<file path="config.mk">
export PLATFORM = sky130hd
export DESIGN_NAME = rtc_datetime_bcd_codec
export DESIGN_NICKNAME = d
export VERILOG_FILES = /design/src/design/rtcdt_pkg.sv /design/src/design/rtc_datetime_bcd_codec.sv
export SDC_FILE = /design/constraint.sdc
export NUM_CORES = 1
export LEC_CHECK = 0
export ABC_AREA = 0
export BUFFER_PORTS_ARGS = -buffer_cell sky130_fd_sc_hd__buf_4
export CORE_MARGIN = 5
export CORE_UTILIZATION = 45
export DETAILED_ROUTE_END_ITERATION = 8
export GPL_TIMING_DRIVEN = 1
export PLACE_DENSITY = 0.67
export SKIP_LAST_GASP = 1
export SYNTH_ARGS = -nofsm -noshare
export SYNTH_HDL_FRONTEND = slang
export SYNTH_SLANG_ARGS = --single-unit
</file>
<file path="constraint.sdc">
create_clock -name clk_i -period 12.1 [get_ports clk_i]
set_input_delay 1.21 -clock clk_i [delete_from_list [all_inputs] [get_ports clk_i]]
set_output_delay 1.21 -clock clk_i [all_outputs]
set_load 0.05 [all_outputs]
</file>
<file path="src/design/rtcdt_pkg.sv">
`default_nettype none
// ----------------------------------------------------------------------------
// RTC date-time codec package
// Beat types, field masks and the small calendar and BCD helper functions
// shared by the date-time codec.
// ----------------------------------------------------------------------------
package rtcdt_pkg;

  localparam logic CmdDecode = 1'b0;
  localparam logic CmdEncode = 1'b1;

  localparam logic [7:0] SecMask   = 8'h7f;
  localparam logic [7:0] MinMask   = 8'h7f;
  localparam logic [7:0] HourMask  = 8'h3f;
  localparam logic [7:0] DayMask   = 8'h3f;
  localparam logic [7:0] WdayMask  = 8'h07;
  localparam logic [7:0] MonMask   = 8'h1f;
  localparam int unsigned OscStopBit = 7;

  localparam logic [15:0] YearBase = 16'd2000;
  localparam logic [15:0] YearLast = 16'd2099;

  typedef struct packed {
    logic        cmd;
    logic [7:0]  second_in;
    logic [7:0]  minute_in;
    logic [7:0]  hour_in;
    logic [7:0]  day_in;
    logic [7:0]  weekday_in;
    logic [7:0]  month_in;
    logic [15:0] year_in;
  } in_beat_t;

  typedef struct packed {
    logic        status;
    logic        integrity;
    logic [7:0]  second_out;
    logic [7:0]  minute_out;
    logic [7:0]  hour_out;
    logic [7:0]  day_out;
    logic [7:0]  weekday_out;
    logic [7:0]  month_out;
    logic [11:0] year_out;
  } out_beat_t;

  // Tens nibble times ten plus units nibble; non-BCD nibbles pass unchecked.
  function automatic logic [7:0] from_bcd(input logic [7:0] v);
    logic [7:0] hi;
    hi = {4'd0, v[7:4]};
    return (hi << 3) + (hi << 1) + {4'd0, v[3:0]};
  endfunction

  // Binary value below one hundred to two BCD digits.
  function automatic logic [7:0] to_bcd(input logic [6:0] v);
    logic [13:0] prod;
    logic [3:0]  tens;
    logic [6:0]  ones;
    prod = {7'd0, v} * 14'd103;
    tens = prod[13:10];
    ones = v - 7'({3'd0, tens} * 7'd10);
    return {tens, ones[3:0]};
  endfunction

  function automatic logic [4:0] month_len(input logic [7:0] m, input logic leap);
    logic [4:0] n;
    unique case (m)
      8'd1, 8'd3, 8'd5, 8'd7, 8'd8, 8'd10, 8'd12: n = 5'd31;
      8'd4, 8'd6, 8'd9, 8'd11:                    n = 5'd30;
      8'd2:                                       n = leap ? 5'd29 : 5'd28;
      default:                                    n = 5'd0;
    endcase
    return n;
  endfunction

  // The year must already be known to lie in range.
  function automatic logic date_ok(input logic [7:0] s, input logic [7:0] mi,
                                   input logic [7:0] h, input logic [7:0] d,
                                   input logic [7:0] wd, input logic [7:0] mo,
                                   input logic year_ok, input logic leap);
    logic ok;
    ok = year_ok && (mo >= 8'd1) && (mo <= 8'd12) && (d >= 8'd1) &&
         (d <= {3'd0, month_len(mo, leap)}) && (wd <= 8'd6) &&
         (h <= 8'd23) && (mi <= 8'd59) && (s <= 8'd59);
    return ok;
  endfunction

  // Month term of Zeller's congruence, with January and February counted
  // as months thirteen and fourteen of the previous year.
  function automatic logic [7:0] zeller_month(input logic [7:0] m);
    logic [7:0] t;
    unique case (m)
      8'd1:    t = 8'd36;
      8'd2:    t = 8'd39;
      8'd3:    t = 8'd10;
      8'd4:    t = 8'd13;
      8'd5:    t = 8'd15;
      8'd6:    t = 8'd18;
      8'd7:    t = 8'd20;
      8'd8:    t = 8'd23;
      8'd9:    t = 8'd26;
      8'd10:   t = 8'd28;
      8'd11:   t = 8'd31;
      8'd12:   t = 8'd33;
      default: t = 8'd0;
    endcase
    return t;
  endfunction

  // Remainder by seven, folding on eight being one more than seven.
  function automatic logic [2:0] mod7(input logic [7:0] x);
    logic [5:0] a;
    logic [3:0] b;
    a = {1'b0, x[7:3]} + {3'd0, x[2:0]};
    b = {1'b0, a[5:3]} + {1'b0, a[2:0]};
    if (b >= 4'd7) begin
      b = b - 4'd7;
    end
    return b[2:0];
  endfunction

endpackage
`default_nettype wire

</file>
<file path="src/design/rtc_datetime_bcd_codec.sv">
`default_nettype none
// ----------------------------------------------------------------------------
// RTC date-time BCD codec
// Decodes raw real-time-clock register bytes to a checked decimal date-time,
// or checks a decimal date-time and encodes it to BCD register bytes.
// ----------------------------------------------------------------------------
// Every beat takes one pass through an input register, the conversion logic
// and a result register, so a beat can be accepted on every clock. Its result
// is computed from the input register and presented from the result register.
// Only a stall on the output slows the input. A new beat can still enter an
// empty input register while an earlier result is stalled at the output. The
// block holds no state between beats; the weekday on encode is recomputed for
// years 2000 through 2099 with Sunday as zero.
module rtc_datetime_bcd_codec
  import rtcdt_pkg::*;
(
  input  wire logic      clk_i,
  input  wire logic      rst_ni,
  input  wire logic      in_valid_i,
  output logic           in_stall_o,
  input  wire in_beat_t  in_data_i,
  output logic           out_valid_o,
  input  wire logic      out_stall_i,
  output out_beat_t      out_data_o
);

  logic      in_vld_q;
  in_beat_t  in_q;
  logic      out_vld_q;
  out_beat_t out_q;
  out_beat_t out_d;
  logic      adv_out;
  logic      adv_in;

  assign adv_out    = !out_vld_q || !out_stall_i;
  assign adv_in     = !in_vld_q || adv_out;
  assign in_stall_o = !adv_in;

  logic [7:0]  dec_s, dec_mi, dec_h, dec_d, dec_wd, dec_mo, dec_yb;
  logic        dec_ok;
  logic        enc_year_ok;
  logic        enc_ok;
  logic [15:0] enc_yoff;
  logic [6:0]  enc_yy;
  logic [6:0]  z_k;
  logic        z_jterm;
  logic [7:0]  z_sum;
  logic [2:0]  z_h;
  logic [2:0]  z_wd;

  always_comb begin
    dec_s  = from_bcd(in_q.second_in & SecMask);
    dec_mi = from_bcd(in_q.minute_in & MinMask);
    dec_h  = from_bcd(in_q.hour_in & HourMask);
    dec_d  = from_bcd(in_q.day_in & DayMask);
    dec_wd = from_bcd(in_q.weekday_in & WdayMask);
    dec_mo = from_bcd(in_q.month_in & MonMask);
    dec_yb = from_bcd(in_q.year_in[7:0]);
    dec_ok = date_ok(dec_s, dec_mi, dec_h, dec_d, dec_wd, dec_mo,
                     dec_yb <= 8'd99, dec_yb[1:0] == 2'd0);

    enc_year_ok = (in_q.year_in >= YearBase) && (in_q.year_in <= YearLast);
    enc_ok      = date_ok(in_q.second_in, in_q.minute_in, in_q.hour_in,
                          in_q.day_in, in_q.weekday_in, in_q.month_in,
                          enc_year_ok, in_q.year_in[1:0] == 2'd0);
    enc_yoff    = in_q.year_in - YearBase;
    enc_yy      = enc_yoff[6:0];

    // January and February of 2000 fall back into 1999, with century term nineteen.
    z_jterm = 1'b0;
    z_k     = enc_yy;
    if (in_q.month_in < 8'd3) begin
      if (enc_yy == 7'd0) begin
        z_k     = 7'd99;
        z_jterm = 1'b1;
      end else begin
        z_k = enc_yy - 7'd1;
      end
    end
    z_sum = in_q.day_in + zeller_month(in_q.month_in) + {1'b0, z_k} +
            {3'd0, z_k[6:2]} + {7'd0, z_jterm};
    z_h   = mod7(z_sum);
    z_wd  = (z_h == 3'd0) ? 3'd6 : z_h - 3'd1;

    out_d = '0;
    unique case (in_q.cmd)
      CmdDecode: begin
        out_d.status      = !dec_ok;
        out_d.integrity   = !in_q.second_in[OscStopBit];
        out_d.second_out  = dec_s;
        out_d.minute_out  = dec_mi;
        out_d.hour_out    = dec_h;
        out_d.day_out     = dec_d;
        out_d.weekday_out = dec_wd;
        out_d.month_out   = dec_mo;
        out_d.year_out    = YearBase[11:0] + {4'd0, dec_yb};
      end
      CmdEncode: begin
        out_d.status = !enc_ok;
        if (enc_ok) begin
          out_d.second_out  = to_bcd(in_q.second_in[6:0]);
          out_d.minute_out  = to_bcd(in_q.minute_in[6:0]);
          out_d.hour_out    = to_bcd(in_q.hour_in[6:0]);
          out_d.day_out     = to_bcd(in_q.day_in[6:0]);
          out_d.weekday_out = to_bcd({4'd0, z_wd});
          out_d.month_out   = to_bcd(in_q.month_in[6:0]);
          out_d.year_out    = {4'd0, to_bcd(enc_yy)};
        end
      end
      default: begin
        out_d = '0;
      end
    endcase
  end

  always_ff @(posedge clk_i or negedge rst_ni) begin
    if (!rst_ni) begin
      in_vld_q  <= 1'b0;
      out_vld_q <= 1'b0;
    end else begin
      if (adv_in) begin
        in_vld_q <= in_valid_i;
      end
      if (adv_out) begin
        out_vld_q <= in_vld_q;
      end
    end
  end

  always_ff @(posedge clk_i) begin
    if (adv_in && in_valid_i) begin
      in_q <= in_data_i;
    end
    if (adv_out && in_vld_q) begin
      out_q <= out_d;
    end
  end

  assign out_valid_o = out_vld_q;
  assign out_data_o  = out_q;

endmodule
`default_nettype wire
</file>
==> out/results.ini, run 1 <==
[logic_synthesis]
synth.yosys.seq_area_share_pct = 28.4
yosys.cell_types.count = 68
ys_seq_elements = 129
synthCells = 1276
ys_async_sr_fraction_pct = 1.55
synth_area_per_cell_um2 = 10.5
synth_ff_type = edfxtp_1
ys.warnings.count = 0
netlist_area_um2 = 13400
synth_edf_count = 121

[cells_and_area]
final_common_cell = ha_1
diodes = 0
ff_latch_area_um2 = 3800
fin_area_um2 = 15400
final_util_pct = 52.1
fill_cells = 2680
num-nets-final = 1872
drive_gt1_share_pct = 12.5
final_cell_mix = ha_1, inv_1, buf_4
areaGrowthSynthToFinish_pct = 14.9
multi_input_area_um2 = 8610

[power_and_ir_drop]
ir_worst_vdd_uv = 203
power.total_uw = 2760
p_leak_uw = 0.00765
power_density_nw_per_um2 = 179

[routing]
wire_per_inst_um = 17.5
via_count = 9613
first_pass_iters = 5
drtIter0Drc = 540
drt_wl_total_mm = 31.8
drc = 0
detail-route-antenna-nets = 0
vias_per_cell = 5.30

[global_route]
antenna_found_initial = 1
grt_first_pass_wirelength_mm = 50.7
overflow = 0
grt_max_degree = 72
grt_pass1_vias = 9714
grt.total_usage_pct = 19.4

[clock_tree]
cts_hold_buffers = 0
cts_root_buffer = clkbuf_16
htree_levels = 4
cts_tree = built
clock_path_buffers = 2
cts.sinks = 129
insertion_delay_ns = 0.44
cts_buffers = 17
postCtsSetupBuffers = 0
clkTransAtPathRegs_ns = 0.07
ctsResizeCount = 0

[sta]
worstMarginPinSlew_ns = 1.01
finalSetupTns_ns = 0
fmax_mhz = 129
fin_crit_ns = 7.73
finClkSkew_ns = 0.0139
grt_setup_unrepaired = no
finalSetupViolations = 0
hold_violations = 0
slew_headroom_pct = 31.8
min_period_over_period_pct = 63.9
drv_slew = 0

[floorplan]
die_w_um = 183
die-area_um2 = 33400
initial_core_util_pct = 45.4
rows = 63
num_io_pins = 133
die_h_um = 183
core_area_um2 = 29600

[worst_setup_path]
path_common_cell = ha_1
critPathKind = reg -> reg
crit_fanout = 13
startpoint_type = flop
crit_family = adder cells
critPathSlowestCell = edfxtp_1
slowest_delay_ns = 0.69
endpoint_kind = flop
cp.buffers_inverters = 2
cp_data_required_time_ns = 12.26
cp.arrival_ns = 7.90

[placement]
portBuffers = 127
hpwl_mm = 25.4
placedInstanceArea_um2 = 14800
finalWeightedCongestion = 0.886

[hold_path]
hold_path_class = reg -> reg

[job]
cap_violations = 0

[status]
outcome = complete, no violations

-- sequential cells by signal, summed over array words and instances (netlist names), named ones only --
register,count
in_q,65
out_data_o,56
in_vld_q,1
out_valid_o,1
-- through the flow --
step | setup WS [ns] | hold WS, ns | std cells
5_1_grt | 3.74 | 0.506 | 1813
2_1_floorplan | 5.32 | 0.443 | 1280
3_5_place_dp | 4.42 | 0.474 | 1781
4_1_cts | 4.40 | 0.487 | 1813
6_report | 4.37 | 0.481 | 1813
3_3_place_gp | 4.74 | 0.471 | 1781
-- area by class of cell --
| class | count | share of cell area [%] |
|---|---|---|
| clock buffer | 17 | 2.76 |
| clock inverter | 15 | 1.19 |
| inverter | 246 | 5.99 |
| multi-input combinational | 885 | 55.8 |
| sequential | 129 | 24.7 |
| tap | 390 | 3.17 |
| timing repair buffer | 131 | 6.38 |
-- cells in the mapped netlist (all sizes together) (3+ instances only) --
cell	count	area share, %
xor2	27	1.8
nor4	7	0.33
o31ai	9	0.69
nand2	46	1.3
nor2b	7	0.33
a21oi	62	2.3
o21a	8	0.45
and3	13	0.61
xnor3	4	0.67
o21bai	5	0.28
dfxtp	6	0.90
xnor2	41	2.7
a211oi	7	0.52
buf	13	0.60
o21ai	57	2.1
nand3	29	1.1
a31oi	8	0.37
or3	3	0.14
edfxtp	121	27
a21boi	3	0.17
o22ai	12	0.65
and2	7	0.33
inv	246	6.9
o2bb2ai	3	0.20
nand3b	9	0.50
nand2b	4	0.19
a21o	18	1.0
o41ai	3	0.20
o211ai	4	0.22
ha	319	30
nor2	39	1.1
nand4	8	0.37
clkbuf	7	0.20
fa	74	11
nor3	13	0.49
-- report_power, final --
group | internal, uW | switching, uW | total (uW)
clock network | 327 | 222 | 549
logic | 744 | 899 | 1640
registers | 536 | 31.6 | 567
-- metal layers --
layer / GRT usage (%) / up-vias / routed length (um)
li1: - / 4688 / -
met1: 25.8 / 4641 / 14500
met2: 32.2 / 233 / 15000
met3: 3.73 / 49 / 1560
met4: 5.58 / 2 / 730
met5: 0 / - / 20
-- worst paths after layout --
path | from | endpoint | slack, ns | depth (start not counted)
min | in_vld_q | out_valid_o | 0.48 | 1
max | in_q[4] | out_data_o[20] | 4.37 | 27
min reg2reg | in_vld_q | out_valid_o | 0.48 | 1
max in group asynchronous | rst_ni | in_vld_q | 11.47 | 1
max reg2reg | in_q[4] | out_data_o[20] | 4.37 | 27
min in group asynchronous | rst_ni | out_valid_o | 0.55 | 1
-- worst reg2reg max path, stage by stage (launching register included) --
cell and delay (ns):
edfxtp_1 0.69, inv_1 0.18, ha_1 0.30, xor2_1 0.46, inv_1 0.21, nor2_1 0.40
nor2_1 0.07, o21ai_0 0.14, o21ai_0 0.20, fa_1 0.54, fa_1 0.54, ha_1 0.32
a21o_1 0.18, a21oi_1 0.23, xnor2_1 0.21, ha_1 0.29, a21o_1 0.15, a21oi_1 0.23
xor2_1 0.18, ha_1 0.20, fa_1 0.44, ha_1 0.24, a21oi_1 0.26, mux2i_1 0.29
ha_1 0.20, and2_1 0.14, nand3b_1 0.11, o2bb2ai_1 0.07
-- cell families after synthesis --
logic type / after synthesis / synth area share [%]
AOI/OAI and AO/OA: 222 / 10.7
other: 1 / 0.0280
DFF: 129 / 28.4
xor gates and xnor gates: 72 / 5.11
muxes: 3 / 0.233
and+or+nand+nor: 190 / 7.06
adders and majority gates: 393 / 40.8
buffers and inverters: 266 / 7.68
No activity file was read; power rests on OpenSTA's default activity.
==> run 2, diff against run 1 <==
--- a/config.mk
+++ b/config.mk
@@ -11,7 +11,7 @@
 export CORE_UTILIZATION = 45
 export DETAILED_ROUTE_END_ITERATION = 8
 export GPL_TIMING_DRIVEN = 1
-export PLACE_DENSITY = 0.67
+export PLACE_DENSITY = 0.7
 export SKIP_LAST_GASP = 1
 export SYNTH_ARGS = -nofsm -noshare
 export SYNTH_HDL_FRONTEND = slang
==> constraint.sdc (replaced) <==
create_clock -name clk_i -period 7 [get_ports clk_i]
set_input_delay 0.7 -clock clk_i [delete_from_list [all_inputs] [get_ports clk_i]]
set_output_delay 0.7 -clock clk_i [all_outputs]
set_load 0.05 [all_outputs]
==> run 2 against run 1 <==
  * Final area up 1.3%
  * First-iteration DRC count up 15%
  * Sequential cell count unchanged
  * Highest routed layer is now met4
  * Register-to-register slack worse by 4.0 ns
  * Largest cell class unchanged
  * Die area unchanged
  * Routed wire length up 2.0%
  * Via count up 1.3%
  * Setup slack worse by 4.0 ns
  * Combinational power up 93%
==> out/results.ini, run 2 (synthesis gave the netlist of run 1 again) <==
[power_and_ir_drop]
switching_share_pct = 41.8
power_density_nw_per_um2 = 326
p_leak_uw = 0.00774
combPwrFrac_pct = 61.9
ir_worst_vdd_uv = 401
pwr-share-clk_pct = 19.0
power.total_uw = 5100
p_seq_share_pct = 19.1
p_sw_uw = 2130
internal-power_uw = 2970

[floorplan]
die-area_um2 = 33400
rows = 63
die_w_um = 183
die_h_um = 183
initial_core_util_pct = 45.4
num_io_pins = 133
core_area_um2 = 29600

[clock_tree]
clkTransAtPathRegs_ns = 0.07
clock_path_buffers = 2
cts_tree = built
cts_root_buffer = clkbuf_16
cts_buffers = 17
htree_levels = 4
cts.sinks = 129
insertion_delay_ns = 0.43

[cells_and_area]
fill_cells = 2570
num-nets-final = 1891
final_util_pct = 52.8
final_cell_mix = ha_1, inv_1, buf_4
final_common_cell = ha_1
diodes = 0
regMostFlops = in_q
areaGrowthSynthToFinish_pct = 16.4
largest_reg_flops = 65
fin_area_um2 = 15600
drive_gt1_share_pct = 14.4

[worst_setup_path]
cp.arrival_ns = 6.74
critPathKind = reg -> reg
critPathSlowestCell = fa_1
crit_fanout = 8
cp.buffers_inverters = 2
crit_family = adder cells
endpoint_kind = flop
startpoint_type = flop
path_common_cell = ha_1
cp_data_required_time_ns = 7.15
slowest_delay_ns = 0.55

[global_route]
grt_pass1_vias = 9856
antenna_found_initial = 0
grt.total_usage_pct = 19.6
overflow = 0
grt_first_pass_wirelength_mm = 51.6
grt_max_degree = 72

[job]
cap_violations = 0

[routing]
via_count = 9735
drtIter0Drc = 623
drt_wl_total_mm = 32.4
detail-route-antenna-nets = 0
vias_per_cell = 5.32
drc = 0
first_pass_iters = 5
wire_per_inst_um = 17.7

[placement]
finalWeightedCongestion = 0.919
placedInstanceArea_um2 = 14900
portBuffers = 127
hpwl_mm = 26.0

[sta]
finalSetupTns_ns = 0
fin_crit_ns = 6.59
drv_slew = 0
finalSetupViolations = 0
slew_headroom_pct = 29.4
finClkSkew_ns = 0.0160
fmax_mhz = 152
min_period_over_period_pct = 94.1
hold_violations = 0
holdWs_ns = 0.0309
worstMarginPinSlew_ns = 1.06

[status]
outcome = complete, no violations

[hold_path]
hold_path_class = in -> async

## run 2: cell count changes in the layout (fill, tap and decap cells not counted), sizes merged
cell / change
bufinv: +1
buf: +19
inv: -4
clkinvlp: +2
## run 2: worst paths after layout
| kind | from | endpoint | slack (ns) | cells after the start |
|---|---|---|---|---|
| min reg2reg | in_vld_q | out_valid_o | 0.47 | 1 |
| min | rst_ni | out_valid_o | 0.03 | 1 |
| max in group asynchronous | rst_ni | in_vld_q | 6.87 | 1 |
| max reg2reg | in_q[17] | out_data_o[20] | 0.41 | 26 |
| max | in_q[17] | out_data_o[20] | 0.41 | 26 |
| min in group clk_i | in_data_i[34] | in_q[34] | 0.44 | 1 |
## run 2: worst register-to-register path, cell delays in order (launching register included)
cell and delay [ns]:
edfxtp_1 0.44, ha_1 0.28, inv_1 0.12, o21ai_1 0.13
a21o_1 0.22, buf_4 0.16, o21ai_0 0.20, o21ai_2 0.12
fa_1 0.49, fa_1 0.55, ha_1 0.32, a21o_1 0.20
a21oi_2 0.17, xnor2_1 0.20, ha_1 0.29, a21o_1 0.16
a21oi_2 0.16, xor2_1 0.16, ha_1 0.21, fa_1 0.46
ha_1 0.27, a21oi_4 0.19, mux2i_2 0.27, ha_1 0.20
and2_1 0.14, nand3b_1 0.10, o2bb2ai_1 0.07
## run 2: cell type report
| type | count | area [um2] | area share [%] |
|---|---|---|---|
| clock buffer | 17 | 425 | 2.73 |
| timing repair buffer | 150 | 1130 | 7.21 |
| tap | 390 | 488 | 3.13 |
| multi-input combinational | 885 | 8650 | 55.4 |
| sequential | 129 | 3800 | 24.4 |
| inverter | 246 | 923 | 5.91 |
| clock inverter | 14 | 190 | 1.22 |
## run 2: through the flow
step | setup WS (ns) | std cells
3_3_place_gp | 0.347 | 1793
3_5_place_dp | 0.0980 | 1793
6_report | 0.414 | 1831
5_1_grt | -0.0141 | 1831
2_1_floorplan | 0.218 | 1280
4_1_cts | 0.0811 | 1824
## run 2: power groups by stage
| stage | sequential [uW] | clock, uW | combinational (uW) |
|---|---|---|---|
| after global placement | 990 | 0 | 2770 |
| final | 975 | 967 | 3160 |
| after global routing | 981 | 1010 | 3600 |
| after CTS | 976 | 976 | 2900 |
| after floorplan | 1090 | 0 | 2150 |
| after detailed placement | 991 | 0 | 2880 |
## run 2: repair_timing
| item | CTS | global route |
|---|---|---|
| hold buffers | 0 | 0 |
| setup buffers | 0 | 7 |
| gates resized for setup | 0 | 16 |
| endpoints found under the setup margin | 0 | 3 |
## run 2: layer usage
metal	routed length (um)	vias to the layer above	GRT usage, %
li1	-	4728	-
met1	14900	4686	27.0
met2	15000	272	32.1
met3	1710	49	3.21
met4	755	0	5.52
met5	0	-	0
